===== src/sv/chebyshev_waveshaper_distortion_macros.svh =====
// Assertion macros for the waveshaper RTL.
// Included by cwd_ctrl, which carries the concurrent checks; needs a clk and rst in scope.
`ifndef CHEBYSHEV_WAVESHAPER_DISTORTION_MACROS_SVH
`define CHEBYSHEV_WAVESHAPER_DISTORTION_MACROS_SVH

// checked only outside reset
`define CWD_ASSERT(label, prop, msg) \
  label: assert property (@(posedge clk) disable iff (rst) prop) else $error(msg);

// checked during reset as well
`define CWD_ASSERT_ALWAYS(label, prop, msg) \
  label: assert property (@(posedge clk) prop) else $error(msg);

`endif


===== src/sv/cwd_pkg.sv =====
// Shared types and constants for the Chebyshev waveshaper.
// No dependencies; used by the controller, the datapath and the top level.
package cwd_pkg;

  // multiplier operand selection
  typedef enum logic [2:0] {
    M_NONE,
    M_ENV_KEEP,
    M_A_NEW,
    M_ENV_DRV,
    M_W0,
    M_W1,
    M_HORNER,
    M_DC
  } mul_sel_t;

  // what the datapath does with the registered product and its state
  typedef enum logic [3:0] {
    A_NONE,
    A_LOAD,
    A_SAVE_T,
    A_ENV_UPD,
    A_ED,
    A_W_STORE,
    A_CHEB_INIT,
    A_CHEB_STEP,
    A_CHEB_FIN,
    A_H_INIT,
    A_H_STEP,
    A_DC,
    A_OUT
  } act_t;

  typedef struct packed {
    mul_sel_t mul;
    act_t     act;
  } cwd_cmd_t;

  localparam logic [16:0] ATK_KEEP = 17'd58982;
  localparam logic [16:0] ATK_NEW  = 17'd6554;
  localparam logic [16:0] REL_KEEP = 17'd63570;
  localparam logic [16:0] REL_NEW  = 17'd1966;
  localparam logic [25:0] DC_POLE  = 26'd16760439;
  localparam logic [15:0] W_UNIT   = 16'd32768;

  // row with harmonics 1/i, Q1.15
  localparam logic [15:0] HARM_ROW1 [16] = '{
    16'd0, 16'd32768, 16'd16384, 16'd10923, 16'd8192, 16'd6554, 16'd5461, 16'd4681,
    16'd4096, 16'd3641, 16'd3277, 16'd2979, 16'd2731, 16'd2521, 16'd2341, 16'd2185
  };

endpackage


===== src/sv/cwd_ctrl.sv =====
// Sequencer for the waveshaper: issues one command per cycle to the datapath.
// Depends on cwd_pkg and the assertion macro header.
`include "chebyshev_waveshaper_distortion_macros.svh"
module cwd_ctrl import cwd_pkg::*; #(
  parameter int NUM_HARMONICS = 11,
  parameter int RECOMPUTE_GAP = 4,
  localparam int IW = $clog2(NUM_HARMONICS),
  localparam int CW = (RECOMPUTE_GAP > 0) ? $clog2(RECOMPUTE_GAP + 1) : 1
) (
  input  logic          clk,
  input  logic          rst,
  input  logic          in_valid,
  output logic          in_ready,
  input  logic          out_ready,
  output logic          out_valid,
  output cwd_cmd_t      cmd,
  output logic [IW-1:0] idx
);

  typedef enum logic [4:0] {
    S_IDLE, S_ENV1, S_ENV2, S_ENV3, S_ED1, S_ED2, S_W0, S_W1, S_WS,
    S_CINIT, S_CSTEP, S_CFIN, S_HINIT, S_HMUL, S_HADD, S_DC1, S_DC2, S_OUT
  } state_t;

  state_t        state;
  logic [CW-1:0] countdown;
  logic          out_go;

  assign in_ready = (state == S_IDLE);
  assign out_go   = !out_valid || out_ready;

  always_comb begin
    cmd = '{mul: M_NONE, act: A_NONE};
    case (state)
      S_IDLE:  cmd.act = in_valid ? A_LOAD : A_NONE;
      S_ENV1:  cmd.mul = M_ENV_KEEP;
      S_ENV2:  cmd = '{mul: M_A_NEW, act: A_SAVE_T};
      S_ENV3:  cmd.act = A_ENV_UPD;
      S_ED1:   cmd.mul = M_ENV_DRV;
      S_ED2:   cmd.act = A_ED;
      S_W0:    cmd.mul = M_W0;
      S_W1:    cmd = '{mul: M_W1, act: A_SAVE_T};
      S_WS:    cmd.act = A_W_STORE;
      S_CINIT: cmd.act = A_CHEB_INIT;
      S_CSTEP: cmd.act = A_CHEB_STEP;
      S_CFIN:  cmd.act = A_CHEB_FIN;
      S_HINIT: cmd.act = A_H_INIT;
      S_HMUL:  cmd.mul = M_HORNER;
      S_HADD:  cmd.act = A_H_STEP;
      S_DC1:   cmd.mul = M_DC;
      S_DC2:   cmd.act = A_DC;
      S_OUT:   cmd.act = out_go ? A_OUT : A_NONE;
      default: cmd = '{mul: M_NONE, act: A_NONE};
    endcase
  end

  always_ff @(posedge clk) begin
    if (rst) begin
      state     <= S_IDLE;
      countdown <= '0;
      out_valid <= 1'b0;
      idx       <= '0;
    end else begin
      // in the output step a taken beat is replaced by the new one below
      if (out_valid && out_ready && state != S_OUT) out_valid <= 1'b0;
      case (state)
        S_IDLE:  if (in_valid) state <= S_ENV1;
        S_ENV1:  state <= S_ENV2;
        S_ENV2:  state <= S_ENV3;
        S_ENV3: begin
          if (countdown == '0) begin
            countdown <= CW'(RECOMPUTE_GAP);
            state     <= S_ED1;
          end else begin
            countdown <= countdown - 1'b1;
            state     <= S_HINIT;
          end
        end
        S_ED1:   state <= S_ED2;
        S_ED2: begin
          idx   <= '0;
          state <= S_W0;
        end
        S_W0:    state <= S_W1;
        S_W1:    state <= S_WS;
        S_WS: begin
          if (idx == IW'(NUM_HARMONICS - 1)) begin
            state <= S_CINIT;
          end else begin
            idx   <= idx + 1'b1;
            state <= S_W0;
          end
        end
        S_CINIT: begin
          idx   <= IW'(NUM_HARMONICS - 2);
          state <= (NUM_HARMONICS > 2) ? S_CSTEP : S_CFIN;
        end
        S_CSTEP: begin
          if (idx == IW'(1)) state <= S_CFIN;
          else idx <= idx - 1'b1;
        end
        S_CFIN:  state <= S_HINIT;
        S_HINIT: begin
          idx   <= IW'(NUM_HARMONICS - 2);
          state <= S_HMUL;
        end
        S_HMUL:  state <= S_HADD;
        S_HADD: begin
          if (idx == '0) begin
            state <= S_DC1;
          end else begin
            idx   <= idx - 1'b1;
            state <= S_HMUL;
          end
        end
        S_DC1:   state <= S_DC2;
        S_DC2:   state <= S_OUT;
        S_OUT: begin
          if (out_go) begin
            out_valid <= 1'b1;
            state     <= S_IDLE;
          end
        end
        default: state <= S_IDLE;
      endcase
    end
  end

  `CWD_ASSERT(a_out_from_seq, $rose(out_valid) |-> $past(state) == S_OUT, "result beat raised outside output step")
  `CWD_ASSERT(a_countdown_rng, countdown <= CW'(RECOMPUTE_GAP), "recompute countdown out of range")
  `CWD_ASSERT(a_accept_starts, (in_valid && in_ready) |=> state == S_ENV1, "accepted beat did not start envelope")

endmodule


===== config.mk =====
export PLATFORM = sky130hd
export DESIGN_NAME = cwd_ctrl
export DESIGN_NICKNAME = d
export VERILOG_FILES = /design/src/sv/cwd_pkg.sv /design/src/sv/cwd_ctrl.sv
export VERILOG_INCLUDE_DIRS = /design/src /design/src/sv
export SDC_FILE = /design/constraint.sdc
export NUM_CORES = 1
export LEC_CHECK = 0
export BUFFER_PORTS_ARGS = -buffer_cell sky130_fd_sc_hd__buf_2
export CAP_MARGIN = 30
export CORE_MARGIN = 3
export CORE_UTILIZATION = 35
export DETAILED_ROUTE_END_ITERATION = 7
export SLEW_MARGIN = 20
export SYNTH_ARGS = -nofsm -noshare
export SYNTH_HDL_FRONTEND = slang
export SYNTH_SLANG_ARGS = --single-unit

===== constraint.sdc =====
create_clock -name clk -period 6 [get_ports clk]
set_input_delay 1.2 -clock clk [delete_from_list [all_inputs] [get_ports clk]]
set_output_delay 1.2 -clock clk [all_outputs]
set_load 0.02 [all_outputs]

==> results of run 1 <==
==> final cells by class <==
| class | count | area, um^2 |
|---|---|---|
| sequential | 13 | 260 |
| fill | 327 | 1850 |
| clock buffer | 4 | 26.3 |
| timing repair buffer | 16 | 80.1 |
| inverter | 6 | 22.5 |
| multi-input combinational | 133 | 835 |
| tap | 44 | 55.1 |
==> cell usage in the layout, fill, tap and decap left out, types with 2 or more instances in the layout <==
cell type | Yosys | layout
nor2b_1 | 5 | 5
ha_1 | 5 | 5
clkbuf_4 | 0 | 3
a32oi_1 | 4 | 4
a21oi_1 | 13 | 13
o221ai_1 | 2 | 2
nand2b_1 | 2 | 2
nor3b_1 | 2 | 2
inv_1 | 6 | 6
nand2_1 | 16 | 16
nand3b_1 | 3 | 3
nor2_1 | 23 | 23
xor2_1 | 2 | 2
dfxtp_1 | 13 | 13
buf_2 | 5 | 16
nand3_1 | 7 | 7
nor3_1 | 4 | 4
mux2i_1 | 2 | 2
a31oi_1 | 6 | 6
o21ai_0 | 11 | 11
nor4_1 | 3 | 3
a211oi_1 | 2 | 2
==> power by group <==
group	internal, uW	leakage, uW	total [uW]	switching (uW)
combinational	31.6	0.000363	77.8	46.3
sequential	90.4	0.000105	109	19.0
clock	25.8	0.0000150	52.8	27.0
total	148	0.000484	240	92.3
==> layer usage <==
layer  track usage  vias up
met5             0        -
met2         0.231       35
met3        0.0193        6
met1         0.198      554
li1              -      613
met4        0.0377        0
==> through the flow <==
stage                     hold slack (ns)  utilization  instances  cell area (um^2)
final                               0.507        0.409        216              1280
after global placement              0.496        0.400        212              1250
after detailed placement            0.500        0.400        212              1250
after global routing                0.565        0.409        216              1280
after CTS                           0.510        0.409        216              1280
after floorplan                     0.477            -        165              1180
==> kinds of logic (layout without fill, tap and decap cells) <==
| family | count (synthesis) | in the layout | share of synthesized area |
|---|---|---|---|
| xor gates and xnor gates | 3 | 3 | 0.0223 |
| DFF | 13 | 13 | 0.221 |
| buffers and inverters | 19 | 26 | 0.0691 |
| muxes | 4 | 4 | 0.0394 |
| adders and majority gates | 5 | 5 | 0.0532 |
| and+or+nand+nor | 74 | 74 | 0.322 |
| AOI/OAI and AO/OA | 47 | 47 | 0.272 |
==> final timing paths <==
check                                  start      endpoint  slack (ns)  cells past startpoint
worst max-delay path                state[0]        cmd[5]        2.55                      5
worst min-delay path            countdown[1]  countdown[1]        0.51                      2
worst max register to register      state[3]        idx[3]        3.63                      5
worst min register to register  countdown[1]  countdown[1]        0.51                      2
==> worst max-delay path: stages, from the launching register on <==
cell,delay (ns)
dfxtp_1,0.90
inv_1,0.34
mux2_2,0.35
a32oi_1,0.15
nor2_1,0.05
buf_2,0.19
==> state kept, by name, summed over array words and instances (netlist names) <==
register   cells
state          5
idx            4
countdown      3
out_valid      1
==> impl_results.html, run 1 <==
<table>
<tr><th>Metric</th><th>Value</th></tr>
<tr><th colspan="2">GRT</th></tr>
<tr><td>Global-route usage over all layers</td><td>0.143</td></tr>
<tr><td>Maximum number of pins on one net before global-route repair</td><td>25</td></tr>
<tr><td>Vias in the first global route</td><td>1,061</td></tr>
<tr><td>Number of antenna violations at the first check in global routing</td><td>0</td></tr>
<tr><td>Wire length of the first global-routing pass</td><td>4.93 mm</td></tr>
<tr><td>Overflow left after global routing</td><td>0</td></tr>
<tr><th colspan="2">Floorplanning</th></tr>
<tr><td>I/O pin count</td><td>17</td></tr>
<tr><td>Placeable core region</td><td>0.00313 mm^2</td></tr>
<tr><td>Number of placement rows</td><td>20</td></tr>
<tr><td>Full die area</td><td>0.00409 mm^2</td></tr>
<tr><td>DIE WIDTH</td><td>64.0 um</td></tr>
<tr><td>Die Y-Extent</td><td>64.0 um</td></tr>
<tr><td>Effective utilization at floorplan</td><td>0.376</td></tr>
<tr><th colspan="2">Outcome</th></tr>
<tr><td>Result of the run</td><td>finished clean</td></tr>
<tr><th colspan="2">Drt</th></tr>
<tr><td>Average detailed-routed wire length per instance</td><td>13.1 um</td></tr>
<tr><td>WL met2</td><td>1.32 mm</td></tr>
<tr><td>Overall routed net length</td><td>2.82 mm</td></tr>
<tr><td>DRC Markers</td><td>0</td></tr>
<tr><td>Total number of vias</td><td>1,208</td></tr>
<tr><td>Routed Antenna Nets</td><td>0</td></tr>
<tr><td>Detail-routed via count per cell</td><td>5.59</td></tr>
<tr><td>Detailed router's first-iteration violation count</td><td>79</td></tr>
<tr><td>Number of search-and-repair iterations in the first detailed-routing pass</td><td>5</td></tr>
<tr><td>Top Layer Used</td><td>met4</td></tr>
<tr><td>DR WL met3</td><td>164 um</td></tr>
<tr><td>Wire length on met1</td><td>1.30 mm</td></tr>
<tr><th colspan="2">STA</th></tr>
<tr><td>Setup repair after global routing missed its margin</td><td>no</td></tr>
<tr><td>Setup Viol. Count Final</td><td>0</td></tr>
<tr><td>Worst clock skew</td><td>0.00257 ns</td></tr>
<tr><td>Slew at the pin closest to its max-slew limit</td><td>0.876 ns</td></tr>
<tr><td>Hold violation total from the final report</td><td>0</td></tr>
<tr><td>Final worst setup slack</td><td>2.55 ns</td></tr>
<tr><td>Fin crit period</td><td>3.45 ns</td></tr>
<tr><td>Highest clock frequency the design can meet</td><td>290 MHz</td></tr>
<tr><td>Final Max Slew Viols</td><td>0</td></tr>
<tr><td>Max_slew headroom</td><td>0.415</td></tr>
<tr><td>Period utilization</td><td>0.575</td></tr>
<tr><td>Final total negative setup slack</td><td>0 ns</td></tr>
<tr><th colspan="2">Min path</th></tr>
<tr><td>Tightest Hold Check Type</td><td>reg -&gt; reg</td></tr>
<tr><th colspan="2">CTS</th></tr>
<tr><td>Clock network latency to the later pin of the worst-skew pair</td><td>0.27 ns</td></tr>
<tr><td>Clock Root Buffer</td><td>clkbuf_4</td></tr>
<tr><td>Number of clock sinks</td><td>13</td></tr>
<tr><td>H-tree depth</td><td>1</td></tr>
<tr><td>Post-CTS setup buffer count</td><td>0</td></tr>
<tr><td>Num CTS Buffers</td><td>3</td></tr>
<tr><td>CTS tree</td><td>built</td></tr>
<tr><td>Clock-pin slew on the worst setup and hold paths</td><td>0.08 ns</td></tr>
<tr><td>Resized cells post-CTS</td><td>0</td></tr>
<tr><td>Longest Clk Path Bufs</td><td>2</td></tr>
<tr><td>Cts-stage hold buffer count</td><td>0</td></tr>
<tr><th colspan="2">Synthesis</th></tr>
<tr><td>Post-synthesis sequential element count</td><td>13</td></tr>
<tr><td>Cell count after synthesis</td><td>165</td></tr>
<tr><td>Cell taking the most area after synthesis</td><td>dfxtp_1</td></tr>
<tr><td>Yosys warning total</td><td>0</td></tr>
<tr><td>Fraction of post-synthesis cell area in the top cell type by area</td><td>0.221</td></tr>
<tr><td>EDFF count, synth</td><td>0</td></tr>
<tr><td>Top post-synthesis cells by area</td><td>dfxtp_1 22%, nor2_1 7.3%, a21oi_1 5.5%, ha_1 5.3%, nand2_1 5.1%</td></tr>
<tr><td>Mean instance size in the synthesized netlist</td><td>7.13 um^2</td></tr>
<tr><td>Post-synthesis instance area</td><td>0.00118 mm^2</td></tr>
<tr><td>Synth Net Count</td><td>174</td></tr>
<tr><td>Sequential fraction of the synthesis area</td><td>0.221</td></tr>
<tr><td>Distinct cells, synth</td><td>45</td></tr>
<tr><td>Ys async rst share</td><td>0</td></tr>
<tr><td>Predominant post-synthesis flop cell</td><td>dfxtp_1</td></tr>
<tr><td>Synth cell count leaders</td><td>23 x nor2_1, 16 x nand2_1, 13 x a21oi_1, 13 x dfxtp_1, 11 x o21ai_0</td></tr>
<tr><td>Dominant cell by count in the synthesized netlist</td><td>nor2_1</td></tr>
<tr><th colspan="2">Place</th></tr>
<tr><td>Half-perimeter wire length after placement</td><td>1.99 mm</td></tr>
<tr><td>GP Congestion</td><td>0.848</td></tr>
<tr><td>Port buffer count</td><td>16</td></tr>
<tr><td>Post-Place Setup Slack</td><td>2.66 ns</td></tr>
<tr><th colspan="2">Finish</th></tr>
<tr><td>Area growth from synthesis to layout</td><td>8.72%</td></tr>
<tr><td>Antenna diode count</td><td>0</td></tr>
<tr><td>Fraction of final layout cells sized beyond drive strength 1</td><td>0.145</td></tr>
<tr><td>Net count reported at finish</td><td>182</td></tr>
<tr><th colspan="2">Flow run</th></tr>
<tr><td>Number of violations of the max-capacitance limit</td><td>0</td></tr>
<tr><th colspan="2">Worst setup path</th></tr>
<tr><td>Type of origin of the critical path</td><td>register</td></tr>
<tr><td>Arrival time of the worst setup path</td><td>2.25 ns</td></tr>
<tr><td>Endpoint class of the critical path</td><td>output pin</td></tr>
<tr><td>Largest fanout on the critical path</td><td>24</td></tr>
<tr><td>Setup Crit Path Kind</td><td>reg -&gt; out</td></tr>
<tr><td>Required time worst endpoint</td><td>4.80 ns</td></tr>
<tr><th colspan="2">Power and ir drop</th></tr>
<tr><td>Total power per unit cell area</td><td>188 mW/mm^2</td></tr>
<tr><td>Total design power</td><td>240 uW</td></tr>
<tr><td>Worst VDD drop</td><td>0.0000941 V</td></tr>
<tr><td>Cell leakage power</td><td>0.000484 uW</td></tr>
</table>
Note: power is estimated with default switching activity, not from simulation.
==> inputs of run 2 (changes only) <==
==> constraint.sdc (replaced) <==
create_clock -name clk -period 3.6 [get_ports clk]
set_input_delay 0.72 -clock clk [delete_from_list [all_inputs] [get_ports clk]]
set_output_delay 0.72 -clock clk [all_outputs]
set_load 0.02 [all_outputs]
==> impl_results.html, run 2 (synthesized netlist as in run 1, its figures left out) <==
<table>
<tr><th>Metric</th><th>Value</th></tr>
<tr><th colspan="2">Floorplanning</th></tr>
<tr><td>Placeable core region</td><td>0.00313 mm^2 (unchanged)</td></tr>
<tr><td>Number of placement rows</td><td>20 (unchanged)</td></tr>
<tr><td>DIE WIDTH</td><td>64.0 um (unchanged)</td></tr>
<tr><td>I/O pin count</td><td>17 (unchanged)</td></tr>
<tr><td>Full die area</td><td>0.00409 mm^2 (unchanged)</td></tr>
<tr><td>Die Y-Extent</td><td>64.0 um (unchanged)</td></tr>
<tr><td>Effective utilization at floorplan</td><td>0.376 (unchanged)</td></tr>
<tr><th colspan="2">Drt</th></tr>
<tr><td>Number of search-and-repair iterations in the first detailed-routing pass</td><td>4 (-1)</td></tr>
<tr><td>Routed Antenna Nets</td><td>0 (unchanged)</td></tr>
<tr><td>Overall routed net length</td><td>2.94 mm (+4.1%)</td></tr>
<tr><td>Total number of vias</td><td>1,195 (-1.1%)</td></tr>
<tr><td>DRC Markers</td><td>0 (unchanged)</td></tr>
<tr><td>Detailed router's first-iteration violation count</td><td>77 (-2.5%)</td></tr>
<tr><td>Detail-routed via count per cell</td><td>5.48 (-2.0%)</td></tr>
<tr><td>Average detailed-routed wire length per instance</td><td>13.5 um (+3.1%)</td></tr>
<tr><th colspan="2">STA</th></tr>
<tr><td>Hold violation total from the final report</td><td>0 (unchanged)</td></tr>
<tr><td>Setup Viol. Count Final</td><td>0 (unchanged)</td></tr>
<tr><td>Max_slew headroom</td><td>0.515 (+0.0996)</td></tr>
<tr><td>Final Max Slew Viols</td><td>0 (unchanged)</td></tr>
<tr><td>Fin crit period</td><td>2.78 ns</td></tr>
<tr><td>Final total negative setup slack</td><td>0 ns (unchanged)</td></tr>
<tr><td>Period utilization</td><td>0.771</td></tr>
<tr><td>Worst hold-check slack</td><td>0.526 ns (+0.0188 ns)</td></tr>
<tr><td>Highest clock frequency the design can meet</td><td>360 MHz</td></tr>
<tr><td>Setup repair after global routing missed its margin</td><td>no</td></tr>
<tr><td>Slew at the pin closest to its max-slew limit</td><td>0.727 ns (-0.149 ns)</td></tr>
<tr><td>Worst clock skew</td><td>0.00206 ns (-0.000515 ns)</td></tr>
<tr><th colspan="2">CTS</th></tr>
<tr><td>CTS tree</td><td>built</td></tr>
<tr><td>Longest Clk Path Bufs</td><td>2 (unchanged)</td></tr>
<tr><td>Cts-stage hold buffer count</td><td>0 (unchanged)</td></tr>
<tr><td>Resized cells post-CTS</td><td>0 (unchanged)</td></tr>
<tr><td>Num CTS Buffers</td><td>3 (unchanged)</td></tr>
<tr><td>H-tree depth</td><td>1 (unchanged)</td></tr>
<tr><td>Clock-pin slew on the worst setup and hold paths</td><td>0.08 ns (about the same)</td></tr>
<tr><td>Clock network latency to the later pin of the worst-skew pair</td><td>0.27 ns (about the same)</td></tr>
<tr><td>Clock Root Buffer</td><td>clkbuf_4</td></tr>
<tr><td>Number of clock sinks</td><td>13 (unchanged)</td></tr>
<tr><td>Post-CTS setup buffer count</td><td>0 (unchanged)</td></tr>
<tr><th colspan="2">Worst setup path</th></tr>
<tr><td>Largest fanout on the critical path</td><td>19 (-21%)</td></tr>
<tr><td>Arrival time of the worst setup path</td><td>2.06 ns (-0.19 ns)</td></tr>
<tr><td>Number of cells traversed by the worst register-to-register path</td><td>5 (unchanged)</td></tr>
<tr><td>Flop2flop setup slack</td><td>1.28 ns (-2.35 ns)</td></tr>
<tr><td>Required time worst endpoint</td><td>2.88 ns (-1.92 ns)</td></tr>
<tr><td>Endpoint class of the critical path</td><td>output pin</td></tr>
<tr><td>Setup Crit Path Kind</td><td>reg -&gt; out</td></tr>
<tr><td>Type of origin of the critical path</td><td>register</td></tr>
<tr><th colspan="2">Place</th></tr>
<tr><td>GP Congestion</td><td>0.873 (+2.9%)</td></tr>
<tr><td>Port buffer count</td><td>16 (unchanged)</td></tr>
<tr><td>Area after DPL</td><td>0.00127 mm^2 (+1.2%)</td></tr>
<tr><td>Half-perimeter wire length after placement</td><td>2.12 mm (+6.3%)</td></tr>
<tr><th colspan="2">Finish</th></tr>
<tr><td>Flip-flop count of the largest register after layout</td><td>5 (unchanged)</td></tr>
<tr><td>Commonest non-fill, non-tap cell in the layout</td><td>nor2_1</td></tr>
<tr><td>Net count reported at finish</td><td>184 (+1.1%)</td></tr>
<tr><td>Area growth from synthesis to layout</td><td>10.0%</td></tr>
<tr><td>Fraction of final layout cells sized beyond drive strength 1</td><td>0.155 (+0.00982)</td></tr>
<tr><td>Final Cell Area</td><td>0.00129 mm^2 (+1.2%)</td></tr>
<tr><td>Largest register by flop count</td><td>state</td></tr>
<tr><td>Antenna diode count</td><td>0 (unchanged)</td></tr>
<tr><td># fillers</td><td>344 (+5.2%)</td></tr>
<tr><td>Most used cells in the layout excluding fill and tap cells</td><td>23 x nor2_1, 16 x nand2_1, 16 x buf_2</td></tr>
<tr><td>Largest registers</td><td>state (5), idx (4), countdown (3)</td></tr>
<tr><th colspan="2">Outcome</th></tr>
<tr><td>Result of the run</td><td>finished clean</td></tr>
<tr><th colspan="2">Power and ir drop</th></tr>
<tr><td>Total power per unit cell area</td><td>315 mW/mm^2 (+68%)</td></tr>
<tr><td>Cell leakage power</td><td>0.000494 uW (+2.2%)</td></tr>
<tr><td>Worst VDD drop</td><td>0.000181 V (+92%)</td></tr>
<tr><th colspan="2">GRT</th></tr>
<tr><td>Vias in the first global route</td><td>1,155 (+8.9%)</td></tr>
<tr><td>Met3 demand-to-capacity share in global routing</td><td>0.0228 (+0.00351)</td></tr>
<tr><td>Global routing usage on met1</td><td>0.199 (+0.000645)</td></tr>
<tr><td>Maximum number of pins on one net before global-route repair</td><td>23 (-8.0%)</td></tr>
<tr><td>Wire length of the first global-routing pass</td><td>5.22 mm (+5.9%)</td></tr>
<tr><td>Number of antenna violations at the first check in global routing</td><td>0 (unchanged)</td></tr>
<tr><td>Overflow left after global routing</td><td>0 (unchanged)</td></tr>
<tr><td>Busiest metal layer after global routing</td><td>met2</td></tr>
<tr><td>Global-route usage over all layers</td><td>0.154 (+0.0109)</td></tr>
<tr><td>Met2 usage in global routing</td><td>0.244 (+0.0129)</td></tr>
<tr><th colspan="2">Flow run</th></tr>
<tr><td>Number of violations of the max-capacitance limit</td><td>0 (unchanged)</td></tr>
<tr><th colspan="2">Min path</th></tr>
<tr><td>Count of cells along the worst hold path</td><td>2 (unchanged)</td></tr>
<tr><td>Tightest Hold Check Type</td><td>reg -&gt; reg</td></tr>
</table>
==> run 2: cell count changes in the layout (fill, tap and decap cells not counted) <==
cell / change
buf_4: +2
==> run 2: area by class of cell <==
class                      instances  area (um^2)  share of cell area
multi-input combinational        133          835               0.645
sequential                        13          260               0.201
timing repair buffer              18         95.1              0.0735
tap                               44         55.1              0.0426
clock buffer                       4         26.3              0.0203
inverter                           6         22.5              0.0174
==> run 2: through the flow <==
stage	total power [uW]	utilization	setup WS, ns	cells
floorplan	280	-	1.19	165
global placement	318	0.405	1.21	214
detailed placement	319	0.405	1.14	214
CTS	411	0.414	0.827	218
global route	436	0.414	0.585	218
finish	407	0.414	0.823	218
==> run 2: where the power goes <==
| part | total (uW) | switching (uW) | internal (uW) |
|---|---|---|---|
| Sequential | 167 | 16.5 | 151 |
| Combinational | 150 | 93.5 | 56.0 |
| Clock | 90.4 | 47.5 | 42.9 |
| Total | 407 | 158 | 250 |
==> run 2: worst paths after layout <==
path	start	to
max	state[4]	cmd[1]
min	countdown[1]	countdown[1]
max reg2reg	state[3]	idx[3]
min reg2reg	countdown[1]	countdown[1]
==> run 2: metal layers <==
metal,up-vias,routed length (um)
li1,615,-
met1,545,1460
met2,31,1310
met3,4,129
met4,0,43
met5,-,0
==> run 2: worst max-delay path, cell delays in order, from the launching register on <==
cell and delay, ns:
dfxtp_1 0.80, nor2b_1 0.34, inv_1 0.09, o21ai_0 0.13
o21ai_0 0.08, o21ai_0 0.17, buf_2 0.19
